<file path="src/rgbds_ram.sv">
// ----------------------------------------------------------------------------
// rgbds_ram
// Generic simple dual-port RAM, one write port, one registered read port.
// ----------------------------------------------------------------------------
module rgbds_ram #(
  parameter int WIDTH = 8,
  parameter int DEPTH = 16,
  parameter int AW    = (DEPTH > 1) ? $clog2(DEPTH) : 1
) (
  input  logic             clk,
  input  logic             we,
  input  logic [AW-1:0]    waddr,
  input  logic [WIDTH-1:0] wdata,
  input  logic             re,
  input  logic [AW-1:0]    raddr,
  output logic [WIDTH-1:0] rdata
);

  logic [WIDTH-1:0] mem [DEPTH];
  logic [WIDTH-1:0] rdata_r;

  always_ff @(posedge clk) begin
    if (we) begin
      mem[waddr] <= wdata;
    end
    if (re) begin
      rdata_r <= mem[raddr];
    end
  end

  assign rdata = rdata_r;

endmodule

</file>
<file path="config.mk">
export PLATFORM = sky130hd
export DESIGN_NAME = rgbds_ram
export DESIGN_NICKNAME = d
export VERILOG_FILES = /design/src/rgbds_ram.sv
export SDC_FILE = /design/constraint.sdc
export NUM_CORES = 1
export LEC_CHECK = 0
export ABC_AREA = 0
export BUFFER_PORTS_ARGS = -buffer_cell sky130_fd_sc_hd__clkbuf_2
export CAP_MARGIN = 15
export CORE_ASPECT_RATIO = 0.8
export CORE_MARGIN = 2
export CORE_UTILIZATION = 60
export DETAILED_ROUTE_END_ITERATION = 6
export GPL_ROUTABILITY_DRIVEN = 0
export PLACE_DENSITY = 0.79
export SETUP_SLACK_MARGIN = 0.02
export SYNTH_ARGS = -nofsm -noshare
export SYNTH_HDL_FRONTEND = slang
export SYNTH_SLANG_ARGS = --single-unit
</file>
<file path="constraint.sdc">
create_clock -name clk -period 5.6 [get_ports clk]
set_input_delay 1.12 -clock clk [delete_from_list [all_inputs] [get_ports clk]]
set_output_delay 1.12 -clock clk [all_outputs]
set_load 0.005 [all_outputs]
</file>
==> results of run 1 <==
-- synthesized netlist by cell type --
cell,number
nand3b_1,2
nor2_1,13
nor3_1,4
or3b_2,1
buf_2,3
nand2b_1,2
nand2_1,9
and2b_1,1
a22oi_1,16
buf_4,1
mux4_2,18
and2_1,1
nand3_1,1
buf_6,3
clkdlybuf4s25_2,3
mux4_1,14
nor2b_1,1
edfxtp_1,136
-- registers in the layout, summed over array words and instances, names as in the netlist --
| signal | flops |
|---|---|
| mem | 128 |
| rdata | 8 |
-- per-stage QoR --
stage | instance area [µm²] | util, %
after floorplan | 5230 | -
after global placement | 5450 | 64.2
after detailed placement | 5450 | 64.2
after CTS | 6040 | 71.3
after global routing | 6040 | 71.3
final | 6040 | 71.3
-- worst max-delay path: stages --
cell and delay, ps:
clkbuf_2 350, buf_4 450, mux4_1 620, a22oi_1 310, nand2_1 130
-- kinds of logic after synthesis --
group                  share of synthesized area, %
flip-flops                                     78.1
AND/OR/NAND/NOR                                3.14
multiplexers                                   14.8
AO/OA/AOI/OAI                                  2.30
buffers and inverters                          1.65
-- where the power goes --
group	total [W]	switching, W	internal (W)
Combinational	0.0000987	0.0000584	0.0000403
Clock	0.00112	0.000402	0.000715
Sequential	0.00115	0.00000681	0.00115
Total	0.00237	0.000467	0.00190
-- layout make-up --
class / instances / share of cell area, %
Multi-Input combinational cell: 83 / 17.5
Timing Repair Buffer: 31 / 2.77
Sequential cell: 136 / 67.6
Clock inverter: 13 / 3.00
Clock buffer: 17 / 6.85
Tap cell: 112 / 2.32
-- layer usage --
metal	up-vias	wire (µm)
li1	1064	-
met1	1260	4250
met2	104	4890
met3	6	753
met4	0	104
met5	-	0
-- worst paths after layout --
check	to	cells after the start	start
min reg2reg	rdata[1]	3	mem[11][1]
min	rdata[1]	3	mem[11][1]
max reg2reg	rdata[4]	3	mem[10][4]
max	rdata[4]	5	raddr[0]
==> out/metrics.yaml, run 1 <==
status:
  status: "finished clean"
critical_path:
  rrSetupSlack_ps: 4030
  worstSetupEndpointType: "flip-flop"
  critPathKind: "in -> reg"
  required_ps: 5840
  cp-start-kind: "primary input"
  crit_arrival_ps: 3000
  crit_fanout: 20
floorplan:
  dieArea_um2: 9480
  core_um2: 8480
  rows: 30
  die_w_um: 108
  dieHeight_um: 87.5
  start_util_pct: 61.6
  pin_count: 27
detailed_routing:
  drt_iter0_drc: 256
  viasPerCell: 6.21
  drc_errors: 0
  wl_per_cell_um: 25.5
  vias: 2434
  drt-total-wl_um: 10000
  drtPass1Iterations: 5
  drtAntennaViolNets: 0
timing:
  holdWs_ps: 761
  worst_pin_slew_ps: 1020
  max_freq_mhz: 363
  fin_ws_ps: 2850
  relSlewSlack_pct: 31.7
  period_minus_slack_ps: 2750
  finalHoldViolCount: 0
  report.final.slew_viol_count: 0
  layout_worst_path_cycle_share_pct: 49.2
  skew_ps: 8.16
  rsz0062_at_grt: "false"
  setup_tns_ps: 0
  finalSetupViolCount: 0
global_route:
  antenna_found_initial: 0
  grt_pass1_wl_um: 14900
  grt_start_max_net_pins: 33
  top_usage_layer: "met2"
  track_usage_pct: 23.8
  gr-usage-met1_pct: 33.9
  grtUsageMet3_pct: 8.08
  grt_pass1_vias: 2502
  use_met2_pct: 35.0
  overflow: 0
min_path:
  hold_path_class: "reg -> reg"
clocking:
  hold_buffers: 0
  ctsLongestPathBuffers: 2
  clk_pin_slew_ps: 60
  postCtsSetupBuffers: 0
  cts.sinks: 136
  root_buffer: "clkbuf_8"
  clock_latency_ps: 510
  cts_tree: "done"
  cts_buffers: 17
  cts-resized-gates: 0
  htreeDepth: 4
power:
  leakage_nw: 2.02
  powerDensity_nw_per_um2: 392
  fin_total_pwr_w: 0.00237
  ir_drop_v: 0.000217
cells_and_area:
  fillCellCount: 509
  fin_nets: 288
  multiInputGateArea_um2: 1060
  area_delta_synth_final_pct: 15.6
  layout_common_cells: "edfxtp_1 (136), clkbuf_2 (26), mux4_2 (18)"
  final_common_cell: "edfxtp_1"
  drive_gt1_share_pct: 28.2
  regArea_um2: 4080
  diodes: 0
  layout.cells.non_filler: 392
yosys:
  synth_top_area_share_pct: 78.1
  avgSynthCellArea_um2: 22.8
  synth_cells: 229
  synth_seq_area_share_pct: 78.1
  yosys-top-cells-area: "edfxtp_1 (78%), mux4_2 (7.8%), mux4_1 (7.0%)"
  synth_nets: 248
  ys_types: 18
  syn_area_um2: 5230
  ys_seq_elements: 136
  ys_warn_count: 0
  synth_top_cell_by_area: "edfxtp_1"
placement:
  dpl_worst_slack_ps: 2420
  hpwlAfterDp_um: 5870
  dp.cells: 362
  io_buffers: 26
flow_run:
  max_cap_viol_count: 0
(Power assumes the default switching activity.)
==> run 2, diff against run 1 <==
Clock period 5.6 ns to 2.6 ns, I/O delays scaled along.
==> run 2 against run 1 <==
Critical path depth down 4. Clock power up 110%. Highest routed layer unchanged. Register-to-register slack worse by 3000 ps. Combinational power up 120%. Core utilization up 1.5 points. Critical path type is now reg -> out. Cell area up 2.1%. Clock-buffer cell count up 2.
==> out/metrics.yaml, run 2 (same netlist as run 1, synthesis figures left out) <==
timing:
  layout_worst_path_cycle_share_pct: 61.3
  skew_ps: 9.36
  period_minus_slack_ps: 1590
  worst_pin_slew_ps: 812
  finalHoldViolCount: 0
  relSlewSlack_pct: 45.7
  rsz0062_at_grt: "false"
  finalSetupViolCount: 0
  report.final.slew_viol_count: 0
  max_freq_mhz: 628
  setup_tns_ps: 0
min_path:
  hold_path_class: "in -> reg"
  min_delay_path_depth: 1
placement:
  postPlaceCellArea_um2: 5580
  hpwlAfterDp_um: 5840
  dp.cells: 376
  io_buffers: 26
power:
  seqPwrFrac_pct: 49.1
  p_clk_share_pct: 46.6
  powerDensity_nw_per_um2: 821
  swShare_pct: 20.3
  leakage_nw: 2.10
  ir_drop_v: 0.000508
  intPower_w: 0.00404
  combPwrFrac_pct: 4.3
  switchingPower_w: 0.00103
cells_and_area:
  fin_area_um2: 6170
  layout_common_cells: "edfxtp_1 (136), clkbuf_2 (26), mux4_2 (18)"
  fin_nets: 302
  largest-register: "mem"
  postLayoutCoreUtil_pct: 72.7
  final_common_cell: "edfxtp_1"
  layout.cells.non_filler: 408
  diodes: 0
  drive_gt1_share_pct: 31.4
  fillCellCount: 495
  area_delta_synth_final_pct: 18.0
  largest_reg_flops: 128
floorplan:
  core_um2: 8480
  rows: 30
  pin_count: 27
  start_util_pct: 61.6
  dieArea_um2: 9480
  dieHeight_um: 87.5
  die_w_um: 108
global_route:
  grtUsageMet3_pct: 7.03
  gr-usage-met1_pct: 32.0
  use_met2_pct: 35.4
  antenna_found_initial: 0
  top_usage_layer: "met2"
  overflow: 0
  track_usage_pct: 23.0
  grt_pass1_vias: 2544
  grt_start_max_net_pins: 21
  grt_pass1_wl_um: 14700
critical_path:
  crit_fanout: 1
  worstSetupEndpointType: "output port"
  crit_arrival_ps: 1070
  cp-start-kind: "flip-flop"
  crit_cells: 1
  path_delay_family: "flip-flops"
  crit_slowest_cell: "edfxtp_1"
  crit_path_max_incr_delay_ps: 420
  rr_worst_depth: 3
  path_cells: "clkbuf_2"
  crit_buf_inv: 1
  critPathKind: "reg -> out"
  required_ps: 2080
clocking:
  ctsLongestPathBuffers: 2
  clk_pin_slew_ps: 60
  root_buffer: "clkbuf_8"
  cts.sinks: 136
  htreeDepth: 4
  cts_buffers: 17
  clock_latency_ps: 520
  cts-resized-gates: 0
  cts_tree: "done"
  hold_buffers: 0
  postCtsSetupBuffers: 0
detailed_routing:
  drtAntennaViolNets: 0
  viasPerCell: 6.06
  drc_errors: 0
  drt_iter0_drc: 218
  wl_per_cell_um: 23.5
  drt-total-wl_um: 9600
  drtPass1Iterations: 4
  vias: 2471
flow_run:
  max_cap_viol_count: 0
status:
  status: "finished clean"
-- run 2: final cells by class --
cell class,instances,area (µm²),area share [%]
well taps,112,140,2.27
flip-flops and latches,136,4080,66.2
clock inverters,13,169,2.74
multi-input cells,83,1060,17.1
clock buffers,19,422,6.83
repair buffers,45,298,4.83
-- run 2: stage by stage --
stage | worst slack (ps) | hold slack [ps] | total power [W]
2_1_floorplan | 587 | 619 | 0.00265
4_1_cts | 995 | 412 | 0.00510
6_report | 1010 | 428 | 0.00507
3_5_place_dp | 520 | 735 | 0.00275
3_3_place_gp | 522 | 724 | 0.00274
5_1_grt | 949 | 426 | 0.00522
-- run 2: worst register-to-register path: stages, from the launching register on --
cell	delay, ps
edfxtp_1	370
mux4_2	500
a22oi_1	280
nand2_1	110
-- run 2: path summary, 6_finish.rpt --
| path | to | slack [ps] | startpoint |
|---|---|---|---|
| worst min-delay path | mem[0][1] | 430 | wdata[1] |
| worst min register to register | rdata[1] | 760 | mem[4][1] |
| worst max-delay path | rdata[7] | 1010 | rdata[7] |
| worst max register to register | rdata[4] | 1080 | mem[3][4] |
-- run 2: power by group through the flow --
stage | Combinational, W | Clock (W) | Sequential [W]
2_1_floorplan | 0.000125 | 0 | 0.00253
3_3_place_gp | 0.000213 | 0 | 0.00253
3_5_place_dp | 0.000219 | 0 | 0.00253
4_1_cts | 0.000222 | 0.00239 | 0.00249
5_1_grt | 0.000242 | 0.00249 | 0.00249
6_report | 0.000219 | 0.00236 | 0.00249
-- run 2: metal layers --
layer | up-vias | part of all wire [%]
met5 | - | 0
met4 | 0 | 1.3
met3 | 17 | 8.6
met2 | 99 | 48
met1 | 1261 | 42
li1 | 1094 | -
==> run 3, diff against run 2 <==
Clock period 2.6 ns to 1.57 ns, I/O delays scaled along.
==> run 3 against run 2 <==
Die area did not move. Cell area is 2.0% higher. Clock-buffer cell count grew 3. Via count is 3.1% higher. Highest routed layer unchanged.
==> out/metrics.yaml, run 3 (same netlist as run 1, synthesis figures left out) <==
cells_and_area:
  multiInputGateArea_um2: 1040
  largest_reg_flops: 128
  fillCellCount: 487
  regArea_um2: 4080
  diodes: 0
  area_delta_synth_final_pct: 20.4
  final_common_cell: "edfxtp_1"
  layout.cells.non_filler: 420
  postLayoutCoreUtil_pct: 74.2
  drive_gt1_share_pct: 35.7
  layout_common_cells: "edfxtp_1 (136), buf_4 (28), clkbuf_2 (26)"
  fin_nets: 314
  largest-register: "mem"
placement:
  hpwlAfterDp_um: 6570
  dpl_worst_slack_ps: -282
  dp.cells: 388
  io_buffers: 26
clocking:
  cts-resized-gates: 0
  cts_buffers: 17
  ctsLongestPathBuffers: 2
  cts_tree: "done"
  hold_buffers: 0
  clk_pin_slew_ps: 60
  clock_latency_ps: 510
  cts.sinks: 136
  htreeDepth: 4
  root_buffer: "clkbuf_8"
  postCtsSetupBuffers: 0
min_path:
  hold_path.startpoint: "re"
  hold_path_class: "in -> reg"
critical_path:
  path_cells: "mux4_1, a22oi_1, nand2_1"
  cp-start-kind: "flip-flop"
  reg2reg_from: "mem[6][3]"
  critPathLaunch: "mem[6][3]"
  critPathKind: "reg -> reg"
  crit_arrival_ps: 1760
  crit_fanout: 1
  worstSetupEndpointType: "flip-flop"
  crit_buf_inv: 0
  path_delay_family: "multiplexers"
  required_ps: 1830
  crit_path_max_incr_delay_ps: 570
  crit_slowest_cell: "mux4_1"
timing:
  relSlewSlack_pct: 54.6
  period_minus_slack_ps: 1500
  skew_ps: 5.20
  fin_ws_ps: 74.6
  report.final.slew_viol_count: 0
  finalSetupViolCount: 0
  rsz0062_at_grt: "false"
  max_freq_mhz: 669
  layout_worst_path_cycle_share_pct: 95.2
  worst_pin_slew_ps: 679
  finalHoldViolCount: 0
  holdWs_ps: 219
flow_run:
  max_cap_viol_count: 0
detailed_routing:
  vias: 2547
  wl_per_cell_um: 25.2
  drc_errors: 0
  drtPass1Iterations: 4
  viasPerCell: 6.06
  drt_iter0_drc: 207
  drt-total-wl_um: 10600
  drtAntennaViolNets: 0
global_route:
  track_usage_pct: 25.5
  grt_start_max_net_pins: 17
  grt_pass1_vias: 2754
  overflow: 0
  grt_pass1_wl_um: 16000
  antenna_found_initial: 0
floorplan:
  rows: 30
  dieArea_um2: 9480
  pin_count: 27
  die_w_um: 108
  dieHeight_um: 87.5
  core_um2: 8480
  start_util_pct: 61.6
power:
  ir_drop_v: 0.000827
  fin_total_pwr_w: 0.00876
  powerDensity_nw_per_um2: 1390
  leakage_nw: 2.17
status:
  status: "finished clean"
-- run 3: cell count changes in the layout (fill, tap and decap cells not counted), sizes merged --
cell	change
buf	+12
bufinv	+3
clkbuf	+3
clkinv	+1
clkinvlp	-3
inv	-4
-- run 3: final timing paths --
kind	slack (ps)	cells after the start	end
worst max-delay path	70	3	rdata[3]
worst min-delay path	220	1	rdata[4]
worst max register to register	70	3	rdata[3]
worst min register to register	770	3	rdata[5]
-- run 3: per-layer routing --
layer | global-route usage (%) | part of all wire (%) | routed length (µm) | vias to the layer above
li1 | - | - | - | 1107
met1 | 32.2 | 39 | 4120 | 1329
met2 | 41.1 | 51 | 5400 | 102
met3 | 9.95 | 9.0 | 952 | 9
met4 | 8.97 | 1.1 | 119 | 0
met5 | 0 | 0 | 0 | -
-- run 3: area by class of cell --
class	instances	area share, %
clock buffer	22	6.88
multi-input combinational	83	16.5
clock inverter	10	3.16
timing repair buffer	57	6.36
tap	112	2.23
sequential	136	64.9
-- run 3: through the flow --
stage | TNS, ps | cell area (µm²)
2_1_floorplan | -259 | 5220
3_3_place_gp | -1890 | 5660
3_5_place_dp | -2030 | 5660
4_1_cts | 0 | 6290
5_1_grt | 0 | 6290
6_report | 0 | 6290
-- run 3: where the power goes --
group | internal [W] | switching, W
combinational | 0.000177 | 0.000215
clock | 0.00289 | 0.00136
sequential | 0.00409 | 0.0000281
