<file path="src/rgbds_pkg.sv">
// ----------------------------------------------------------------------------
// rgbds_pkg
// Shared types and constants for the RGB565 box-average downscaler.
// ----------------------------------------------------------------------------
package rgbds_pkg;

  localparam int MAX_SOURCE_WIDTH  = 2048;
  localparam int MAX_SOURCE_HEIGHT = 2048;
  localparam int MAX_TARGET_WIDTH  = 1024;

  localparam int SIZE_W  = 12;
  localparam int POS_W   = 11;
  localparam int PROD_W  = 24;
  localparam int RED_W   = 27;
  localparam int GREEN_W = 28;
  localparam int BLUE_W  = 27;
  localparam int CNT_W   = 23;
  localparam int EPOCH_W = 8;
  localparam int QUO_W   = 6;
  localparam int CFG_IDX_W = 3;

  localparam logic [CFG_IDX_W-1:0] REG_SOURCE_WIDTH  = 3'd0;
  localparam logic [CFG_IDX_W-1:0] REG_SOURCE_HEIGHT = 3'd1;
  localparam logic [CFG_IDX_W-1:0] REG_TARGET_WIDTH  = 3'd2;
  localparam logic [CFG_IDX_W-1:0] REG_TARGET_HEIGHT = 3'd3;

  typedef struct packed {
    logic [EPOCH_W-1:0] tag;
    logic [RED_W-1:0]   red;
    logic [GREEN_W-1:0] green;
    logic [BLUE_W-1:0]  blue;
    logic [CNT_W-1:0]   cnt;
  } col_entry_t;

  localparam int ENTRY_W = $bits(col_entry_t);

endpackage

</file>
<file path="src/rgbds_div.sv">
// ----------------------------------------------------------------------------
// rgbds_div
// Three restoring dividers sharing one divisor, one quotient bit per cycle.
// ----------------------------------------------------------------------------
module rgbds_div (
  input  logic                       clk,
  input  logic                       rst_n,
  input  logic                       start,
  input  logic [rgbds_pkg::GREEN_W-1:0] num_red,
  input  logic [rgbds_pkg::GREEN_W-1:0] num_green,
  input  logic [rgbds_pkg::GREEN_W-1:0] num_blue,
  input  logic [rgbds_pkg::CNT_W-1:0]   den,
  output logic                       done,
  output logic [rgbds_pkg::QUO_W-1:0]   quo_red,
  output logic [rgbds_pkg::QUO_W-1:0]   quo_green,
  output logic [rgbds_pkg::QUO_W-1:0]   quo_blue
);
  import rgbds_pkg::*;

  localparam int STEP_W = $clog2(QUO_W);

  logic [GREEN_W-1:0] rem_r [3];
  logic [GREEN_W-1:0] rem_nxt [3];
  logic [QUO_W-1:0]   quo_r [3];
  logic [QUO_W-1:0]   quo_nxt [3];
  logic [CNT_W-1:0]   den_r;
  logic [STEP_W-1:0]  step_r;
  logic               busy_r;
  logic               done_r;
  logic [GREEN_W-1:0] shifted;

  always_comb begin
    shifted = GREEN_W'(den_r) << step_r;
    for (int i = 0; i < 3; i++) begin
      rem_nxt[i] = rem_r[i];
      quo_nxt[i] = quo_r[i];
      if (rem_r[i] >= shifted) begin
        rem_nxt[i] = rem_r[i] - shifted;
        quo_nxt[i][step_r] = 1'b1;
      end
    end
  end

  always_ff @(posedge clk) begin
    if (!rst_n) begin
      busy_r <= 1'b0;
      done_r <= 1'b0;
    end else begin
      done_r <= 1'b0;
      if (start) begin
        busy_r   <= 1'b1;
        step_r   <= STEP_W'(QUO_W - 1);
        den_r    <= den;
        rem_r[0] <= num_red;
        rem_r[1] <= num_green;
        rem_r[2] <= num_blue;
        for (int i = 0; i < 3; i++) begin
          quo_r[i] <= '0;
        end
      end else if (busy_r) begin
        for (int i = 0; i < 3; i++) begin
          rem_r[i] <= rem_nxt[i];
          quo_r[i] <= quo_nxt[i];
        end
        step_r <= step_r - STEP_W'(1);
        if (step_r == '0) begin
          busy_r <= 1'b0;
          done_r <= 1'b1;
        end
      end
    end
  end

  assign done      = done_r;
  assign quo_red   = quo_r[0];
  assign quo_green = quo_r[1];
  assign quo_blue  = quo_r[2];

endmodule

</file>
<file path="config.mk">
export PLATFORM = sky130hd
export DESIGN_NAME = rgbds_div
export DESIGN_NICKNAME = d
export VERILOG_FILES = /design/src/rgbds_pkg.sv /design/src/rgbds_div.sv
export SDC_FILE = /design/constraint.sdc
export NUM_CORES = 1
export LEC_CHECK = 0
export BUFFER_PORTS_ARGS = -buffer_cell sky130_fd_sc_hd__buf_2
export CORE_AREA = 2 2 169 187
export CTS_CLUSTER_DIAMETER = 40
export DETAILED_ROUTE_END_ITERATION = 7
export DIE_AREA = 0 0 171 189
export SLEW_MARGIN = 40
export SYNTH_ARGS = -nofsm -noshare
export SYNTH_HDL_FRONTEND = slang
export SYNTH_SLANG_ARGS = --single-unit
</file>
<file path="constraint.sdc">
create_clock -name clk -period 13.82 [get_ports clk]
set_input_delay 1.382 -clock clk [delete_from_list [all_inputs] [get_ports clk]]
set_output_delay 1.382 -clock clk [all_outputs]
set_load 0.02 [all_outputs]
</file>
==> summary.md, run 1 <==
| Metric | Value |
|---|---|
| CP max stage cell | edfxtp_1 |
| Final period util | 0.402 |
| Critical path class | reg2reg |
| Most common cell in the synthesized netlist | nand2_1 |
| Reg2Reg Capture Point | rem_r[0][4] |
| Layout cells sized above 1 | 0.168 |
| Crit path DAT | 5640 ps |
| Die area | 32300 sq um |
| Total number of vias | 9193 |
| Sw Share | 0.369 |
| CTS tree | built |
| Final Max Tran Viols | 0 |
| Setup WS post-layout | 8270 ps |
| Final setup viols | 0 |
| Post-CTS setup buffers | 0 |
| Relative slew slack | 0.378 |
| Top_reg_cell synth | edfxtp_1 |
| Ys async rst share | 0 |
| Mean cell area of the mapped netlist | 9.25 sq um |
| CP Cell Sequence | buf_4 -> mux4_2 -> mux2i_1 -> ha_1 -> nand2_1 -> o21ai_0 -> nor3_1 -> a21oi_1 -> a21oi_1 -> or3b_1 -> a31o_2 -> a31oi_4 -> buf_4 |
| Overall Global Routing Usage | 0.205 |
| Synthesis-to-finish area growth | 16.8% |
| Synth cell types | 73 |
| Core Area | 30300 sq um |
| Sequential share of power | 0.320 |
| Pin count of the biggest net entering global routing | 92 |
| Crit-path max cell delay | 860 ps |
| Inst Count DP | 1641 |
| Post-synth top area cell | edfxtp_1 |
| DR iter-0 viols | 824 |
| F_max | 180 MHz |
| P_int | 966 uW |
| Clock share of power | 0.305 |
| Die Y | 189 um |
| DRT Pass-1 Iters | 5 |
| IO Pins | 129 |
| CTS Hold Buffers Added | 0 |
| Reg2Reg Depth | 13 |
| Ant. Diodes | 0 |
| Gr ovfl total | 0 |
| Hold path endpoint | quo_r[0][14] |
| Hold crit path type | reg2reg |
| Port Buffers | 128 |
| Cts repair resizes | 0 |
| Net Switching | 565 uW |
| Post-synthesis sequential element count | 130 |
| Vias per inst | 5.49 |
| Max-Cap Viols | 0 |
| Hold wc startpoint | quo_r[0][14] |
| # fillers | 3068 |
| Worst-skew pair later-pin latency | 440 ps |
| Worst R2R Setup Slack | 8270 ps |
| Post-DP HPWL | 25100 um |
| Inserted Clock Buffers | 17 |
| RSZ-0062 raised after global routing | no |
| Die width | 171 um |
| Worst vdd ir | 73.3 uV |
| Gate Count Post-Synth | 1137 |
| Peak fanout along the critical path | 27 |
| Nets | 1453 |
| Design area | 12300 sq um |
| Post-synthesis sequential area ratio | 0.369 |
| Pwr Total | 1.53 mW |
| Worst-margin pin slew | 907 ps |
| Initial antenna violation count | 0 |
| Placed instance area | 11700 sq um |
| H-tree levels | 4 |
| Status | complete, no violations |
| Hold WS | 577 ps |
| Dominant cells by area after synthesis | edfxtp_1 37%, ha_1 11%, nand2_1 5.2%, o21ai_0 4.6%, a21oi_1 4.4% |
| Final wirelength | 32800 um |
| Synth cell count leaders | 147 x nand2_1, 128 x edfxtp_1, 97 x o21ai_0, 93 x a21oi_1, 93 x ha_1 |
| Power Density | 125 nW/um^2 |
| Post-synth EDFFs | 128 |
| Top cell type's share of synthesized area | 0.366 |
| Number of global-route vias before repair | 9165 |
| CTS clk-pin slew, worst paths | 60 ps |
| Worst Setup SP | step_r[0] |
| Hold Path Depth | 2 |
| DR WL/cell | 19.6 um |
| R2r startpoint | step_r[0] |
| Util after Layout | 0.405 |
| Clk_skew | 11.5 ps |
| Bufs on Longest Clock Path | 2 |
| Synthesized area | 10500 sq um |
| CP Launch Type | flop |
| CTS root buffer | clkbuf_16 |
| Synth warn | 0 |
| Fin Setup TNS | 0 ps |
| Layout Cells excl Fill | 1674 |
| Routed Antenna Nets | 0 |
| Syn_nets | 1343 |
| Place WS | 8290 ps |
| Required time of the critical path | 13910 ps |
| Final Hold Viols | 0 |
| # rows | 67 |
| DRC Markers | 0 |
| Comb pwr share | 0.375 |
| Initial Util | 0.346 |
| Period minus WS final | 5550 ps |
| P_leak | 5.18 nW |
| Critical Path End Type | flop |
| Clock sink count | 130 |
| First-pass GRT wire length | 50600 um |
| RD Place Congestion | 0.908 |
==> flip-flops by register name, summed over array words and instances (netlist names) <==
register and count:
busy_r 1, den_r 23, done 1, quo_r 18, rem_r 84, step_r 3
==> worst max-delay path by stage <==
| stage | cells after the start | endpoint |
|---|---|---|
| CTS | 15 | rem_r[0][29] |
| detailed placement | 15 | rem_r[0][40] |
| global route | 15 | rem_r[0][29] |
| finish | 13 | rem_r[0][4] |
| global placement | 15 | quo_r[0][1] |
| floorplan | 15 | quo_r[0][0] |
==> layout by cell type (no fill, tap or decap), types with 9 or more instances in the layout <==
cell type	count
nand2_1	147
edfxtp_1	128
buf_2	128
o21ai_0	96
ha_1	93
a21oi_1	91
nor2_1	81
a21o_1	50
xor2_1	32
xnor2_1	32
inv_1	30
nand3_1	26
mux2i_1	25
nand4_1	22
nor3_1	19
clkbuf_16	17
nand2b_1	13
nor2b_1	11
o21bai_1	11
mux4_2	10
a31oi_1	10
a211oi_1	9
==> power groups by stage <==
stage / combinational [mW] / sequential (mW) / clock, mW
after detailed placement: 0.565 / 0.498 / 0
final: 0.574 / 0.490 / 0.468
after global routing: 0.635 / 0.493 / 0.486
after floorplan: 0.407 / 0.495 / 0
after CTS: 0.568 / 0.490 / 0.468
after global placement: 0.555 / 0.499 / 0
==> worst max-delay path: cells and delay by family (launching register included) <==
family          cells  cell delay, ps
fa+ha+maj           1             320
buf+inv             2             880
compound gates      5            1530
simple gates        3             540
mux                 2            1070
flops               1             860
==> final cells by class <==
cell class,count,area (sq um),share of cell area
flip-flops and latches,130,3880,0.316
repair buffers,141,778,0.0634
clock inverters,13,149,0.0121
multi-input cells,926,6400,0.521
clock buffers,19,433,0.0353
inverters,31,116,0.00948
well taps,414,518,0.0422
==> layer usage <==
| metal | share of wire | vias up | GRT usage |
|---|---|---|---|
| met4 | 0.042 | 0 | 0.0984 |
| li1 | - | 4490 | - |
| met5 | 0 | - | 0 |
| met3 | 0.059 | 64 | 0.0364 |
| met2 | 0.47 | 297 | 0.332 |
| met1 | 0.43 | 4342 | 0.263 |
==> kinds of logic after synthesis <==
kind of cell	share of synthesized area
AO/OA/AOI/OAI	0.216
XOR/XNOR	0.0533
adder cells (fa/ha/maj)	0.116
buffers and inverters	0.0293
flip-flops	0.369
multiplexers	0.0560
AND/OR/NAND/NOR	0.160
Power figures use the tool's default switching activity.
==> inputs of run 2 (changes only) <==
==> constraint.sdc (replaced) <==
create_clock -name clk -period 5.55 [get_ports clk]
set_input_delay 0.555 -clock clk [delete_from_list [all_inputs] [get_ports clk]]
set_output_delay 0.555 -clock clk [all_outputs]
set_load 0.02 [all_outputs]
==> run 2 against run 1 <==
Compared with the run above: setup slack got worse by 7700 ps; via count barely moved; non-clock buffer count rose by 15; sequential power increased by 150%; die area unchanged; utilization increased by 0.35 points; fmax is 12% higher; critical path type unchanged; critical endpoint is now rem_r[0][26]; largest cell class unchanged.
==> summary.md, run 2 (synthesis results as in run 1) <==
| Metric | Value |
|---|---|
| Worst-margin pin slew | 855 ps |
| Power Density | 308 nW/um^2 |
| DRC Markers | 0 |
| Net Switching | 1.38 mW |
| Hold crit path type | in2reg |
| Sw Share | 0.363 |
| Reg2Reg Capture Point | rem_r[0][26] |
| Post-CTS setup buffers | 0 |
| Initial Util | 0.346 |
| Top reg by flops | rem_r |
| CTS clk-pin slew, worst paths | 70 ps |
| Most frequent cells in the layout | 147 x nand2_1, 128 x edfxtp_1, 128 x buf_2, 97 x o21ai_0, 93 x ha_1 |
| Initial antenna violation count | 0 |
| CP Launch Type | flop |
| Routed Antenna Nets | 0 |
| Port Buffers | 128 |
| Final Max Tran Viols | 0 |
| Hold wc startpoint | den[10] |
| Clock sink count | 130 |
| Core Area | 30300 sq um |
| DR WL/cell | 18.7 um |
| Final period util | 0.891 |
| Die Y | 189 um |
| Nets | 1468 |
| DRT Pass-1 Iters | 5 |
| Die width | 171 um |
| Max-Cap Viols | 0 |
| Fin Setup TNS | 0 ps |
| Bufs on Longest Clock Path | 2 |
| P_leak | 5.26 nW |
| Relative slew slack | 0.429 |
| Reg2Reg Depth | 15 |
| Final Hold Viols | 0 |
| Final setup viols | 0 |
| P_int | 2.43 mW |
| Required time of the critical path | 5650 ps |
| Worst-skew pair later-pin latency | 430 ps |
| CTS Hold Buffers Added | 0 |
| Design area | 12400 sq um |
| Vias per inst | 5.43 |
| Worst vdd ir | 175 uV |
| Peak fanout along the critical path | 16 |
| Synthesis-to-finish area growth | 17.8% |
| Top flop regs | rem_r (84), den_r (23), quo_r (18) |
| Hold path endpoint | den_r[10] |
| IO Pins | 129 |
| Crit path DAT | 5050 ps |
| Most common cell after layout, fill and taps aside | nand2_1 |
| Comb pwr share | 0.374 |
| Critical Path End Type | flop |
| CTS root buffer | clkbuf_16 |
| F_max | 202 MHz |
| Number of global-route vias before repair | 8946 |
| Cts repair resizes | 0 |
| Inst Count DP | 1657 |
| Post-DP HPWL | 24000 um |
| Period minus WS final | 4950 ps |
| DR iter-0 viols | 708 |
| Overall Global Routing Usage | 0.195 |
| RSZ-0062 raised after global routing | no |
| Inserted Clock Buffers | 17 |
| Final wirelength | 31600 um |
| Pin count of the biggest net entering global routing | 81 |
| CTS tree | built |
| Total number of vias | 9185 |
| RD Place Congestion | 0.871 |
| Sequential share of power | 0.319 |
| Clk_skew | 13.6 ps |
| Clock share of power | 0.307 |
| Max reg flops | 84 |
| Layout cells sized above 1 | 0.174 |
| Hold Path Depth | 1 |
| Layout Cells excl Fill | 1690 |
| First-pass GRT wire length | 48800 um |
| Worst R2R Setup Slack | 600 ps |
| Gr ovfl total | 0 |
| Critical path class | reg2reg |
| Placed instance area | 11800 sq um |
| H-tree levels | 4 |
| R2r startpoint | step_r[0] |
| Status | complete, no violations |
| Die area | 32300 sq um |
| # rows | 67 |
## run 2: changes by cell type in the layout (fill, tap and decap cells not counted), sizes merged
cell and delta:
diode +1, clkbuf -1, inv +2, clkinvlp +2, clkinv -3, buf +15
## run 2: power by group through the flow
stage	logic, mW	clock network (mW)	registers, mW
final	1.42	1.17	1.22
after detailed placement	1.41	0	1.24
after global routing	1.57	1.22	1.22
after floorplan	1.01	0	1.23
after global placement	1.40	0	1.24
after CTS	1.42	1.19	1.22
## run 2: worst max path at each step
stage / from / to / slack (ps) / cells past startpoint
detailed placement: step_r[0] / quo_r[0][0] / 630 / 15
global placement: step_r[0] / quo_r[0][7] / 630 / 13
CTS: step_r[0] / rem_r[0][27] / 590 / 15
finish: step_r[0] / rem_r[0][26] / 600 / 15
global route: step_r[0] / rem_r[0][26] / 340 / 13
floorplan: step_r[0] / quo_r[0][10] / 40 / 15
## run 2: layout make-up
class | instances | area [sq um]
Sequential cell | 130 | 3880
Tap cell | 414 | 518
Timing Repair Buffer | 156 | 896
Fill cell | 3132 | 18000
Antenna cell | 1 | 2.50
Multi-Input combinational cell | 926 | 6370
Clock buffer | 18 | 429
Clock inverter | 14 | 166
Inverter | 31 | 116
## run 2: per-stage QoR
step	hold WS (ps)	utilization	setup slack, ps	power (mW)
CTS	289	0.408	594	3.82
finish	300	0.408	604	3.81
global placement	560	0.387	634	2.64
floorplan	625	-	38.1	2.24
detailed placement	562	0.388	628	2.64
global route	287	0.408	338	4.02
## run 2: metal layers
metal / up-vias / part of all wire / track usage
met2: 279 / 0.47 / 0.314
met4: 0 / 0.036 / 0.0857
met3: 51 / 0.058 / 0.0355
met1: 4318 / 0.44 / 0.256
li1: 4537 / - / -
met5: - / 0 / 0
## run 2: worst max-delay path, cell delays in order, from the launching register on
cell and delay [ps]:
edfxtp_1 650, buf_4 330, buf_4 230, mux4_2 530
mux2i_1 470, buf_4 240, ha_1 280, a21o_1 160
a21o_1 100, a21oi_1 60, o21ai_0 80, a21oi_1 90
or3b_1 380, a31o_2 270, a31oi_4 380, buf_4 350
==> inputs of run 3 (changes only) <==
--- a/config.mk
+++ b/config.mk
@@ -10,6 +10,7 @@
 export CTS_CLUSTER_DIAMETER = 40
 export DETAILED_ROUTE_END_ITERATION = 7
 export DIE_AREA = 0 0 171 189
+export GPL_TIMING_DRIVEN = 0
 export SLEW_MARGIN = 40
 export SYNTH_ARGS = -nofsm -noshare
 export SYNTH_HDL_FRONTEND = slang
==> constraint.sdc (replaced) <==
create_clock -name clk -period 5.55 [get_ports clk]
set_input_delay 0 -clock clk [delete_from_list [all_inputs] [get_ports clk]]
set_output_delay 0 -clock clk [all_outputs]
set_load 0.02 [all_outputs]
==> run 3 against run 2 <==
Compared with the run above: fmax fell by 6.8%; global-route usage rose by 1.9 points; count of clock-buffer cells in the layout fell by 1; register-to-register slack got worse by 360 ps; cell area rose by 9.5%; via count rose by 7.1%; setup slack got worse by 360 ps; sequential share of layout area fell by 2.7 points; clock skew fell by 4.1 ps; critical endpoint is now rem_r[0][1]; largest cell class unchanged.
==> summary.md, run 3 (synthesis results as in run 1) <==
| Metric | Value |
|---|---|
| Status | complete, no violations |
| Critical Path End Type | flop |
| Layout Cells excl Fill | 1827 |
| Max-Cap Viols | 0 |
| Max reg flops | 84 |
| Vias per inst | 5.38 |
| Pin count of the biggest net entering global routing | 28 |
| Worst-margin pin slew | 913 ps |
| IO Pins | 129 |
| CTS root buffer | clkbuf_16 |
| # rows | 67 |
| P_leak | 5.66 nW |
| H-tree levels | 4 |
| Top Usage Layer GRT | met2 |
| Initial Util | 0.346 |
| CP Cell Sequence | clkbuf_1 -> mux4_2 -> mux2i_2 -> ha_1 -> and4_1 -> o21ai_0 -> a21oi_1 -> a21oi_1 -> or3b_1 -> a31o_2 -> a31oi_4 -> buf_8 |
| Place WS | -71.7 ps |
| Placed instance area | 11900 sq um |
| DRT Pass-1 Iters | 6 |
| Inst Count DP | 1685 |
| Synthesis-to-finish area growth | 29.0% |
| Clk_skew | 9.48 ps |
| Relative slew slack | 0.374 |
| CP Launch Type | flop |
| CTS clk-pin slew, worst paths | 70 ps |
| Met2 Track Usage GR | 0.351 |
| Power Density | 287 nW/um^2 |
| Pwr Total | 3.89 mW |
| CTS tree | built |
| Die area | 32300 sq um |
| Nets | 1605 |
| Required time of the critical path | 5690 ps |
| DR WL/cell | 18.7 um |
| Final Hold Viols | 0 |
| CP Buf/Inv Count | 2 |
| DR iter-0 viols | 669 |
| F_max | 188 MHz |
| Inserted Clock Buffers | 17 |
| Number of global-route vias before repair | 9881 |
| RSZ-0062 raised after global routing | no |
| Die width | 171 um |
| Hold WS | 271 ps |
| Design area | 13600 sq um |
| Post-CTS setup buffers | 0 |
| Period minus WS final | 5310 ps |
| Fin Setup TNS | 0 ps |
| Hold crit path type | in2reg |
| Setup WS post-layout | 244 ps |
| Worst vdd ir | 161 uV |
| Clock sink count | 130 |
| Most common cell after layout, fill and taps aside | nand2_1 |
| Met3 Use GR | 0.0372 |
| Critical path class | reg2reg |
| Area of the multi-input gates | 6410 sq um |
| Worst-skew pair later-pin latency | 430 ps |
| Final period util | 0.956 |
| Layout cells sized above 1 | 0.154 |
| RD Place Congestion | 0.924 |
| Overall Global Routing Usage | 0.215 |
| Crit-path max cell delay | 630 ps |
| Routed Antenna Nets | 0 |
| Routing usage on met1 | 0.276 |
| Most frequent cells in the layout | 147 x nand2_1, 128 x edfxtp_1, 128 x buf_2, 110 x dlygate4sd3_1, 96 x o21ai_0 |
| Post-DP HPWL | 25200 um |
| Initial antenna violation count | 1 |
| CP delay by family, top | compound AO/OA/AOI/OAI gates |
| Final wirelength | 34100 um |
| # fillers | 3047 |
| Seq. cell area | 3880 sq um |
| Peak fanout along the critical path | 14 |
| Crit path DAT | 5440 ps |
| Top flop regs | rem_r (84), den_r (23), quo_r (18) |
| Port Buffers | 128 |
| Bufs on Longest Clock Path | 2 |
| Final Max Tran Viols | 0 |
| Total number of vias | 9833 |
| Core Area | 30300 sq um |
| First-pass GRT wire length | 53400 um |
| Die Y | 189 um |
| Most Frequent Cell on Critical Path | a21oi_1 |
| Gr ovfl total | 0 |
| Top reg by flops | rem_r |
| Util after Layout | 0.447 |
| Final setup viols | 0 |
| DRC Markers | 0 |
| CP max stage cell | mux4_2 |
run 3: area by class of cell:
type | instances | area share
antenna | 1 | 0.000185
sequential | 130 | 0.286
inverter | 31 | 0.00858
buffer | 49 | 0.0140
timing repair buffer | 244 | 0.135
clock inverter | 15 | 0.0133
multi-input combinational | 926 | 0.473
clock buffer | 17 | 0.0314
tap | 414 | 0.0382
run 3: what timing repair did:
action,in CTS,in global routing
cloned,0,0
endpoints found under the hold margin,111,0
hold buffers,110,0
resized for setup,1,3
endpoints found under the setup margin,27,91
run 3: per-layer routing:
metal / wire length (um) / share of wire / up-vias
met3: 1800 / 0.053 / 73
met4: 1560 / 0.046 / 0
met5: 0 / 0 / -
li1: - / - / 4805
met2: 15700 / 0.46 / 302
met1: 15100 / 0.44 / 4653
run 3: final timing paths:
kind,from,end,slack [ps],depth (start not counted)
max,step_r[0],rem_r[0][1],240,12
min,den[14],den_r[14],270,2
max reg2reg,step_r[0],rem_r[0][1],240,12
min reg2reg,quo_r[0][5],quo_r[0][5],570,2
run 3: report_power, final:
| group | internal, mW | switching, mW |
|---|---|---|
| Sequential | 1.17 | 0.0350 |
| Combinational | 0.613 | 0.880 |
| Clock | 0.650 | 0.542 |
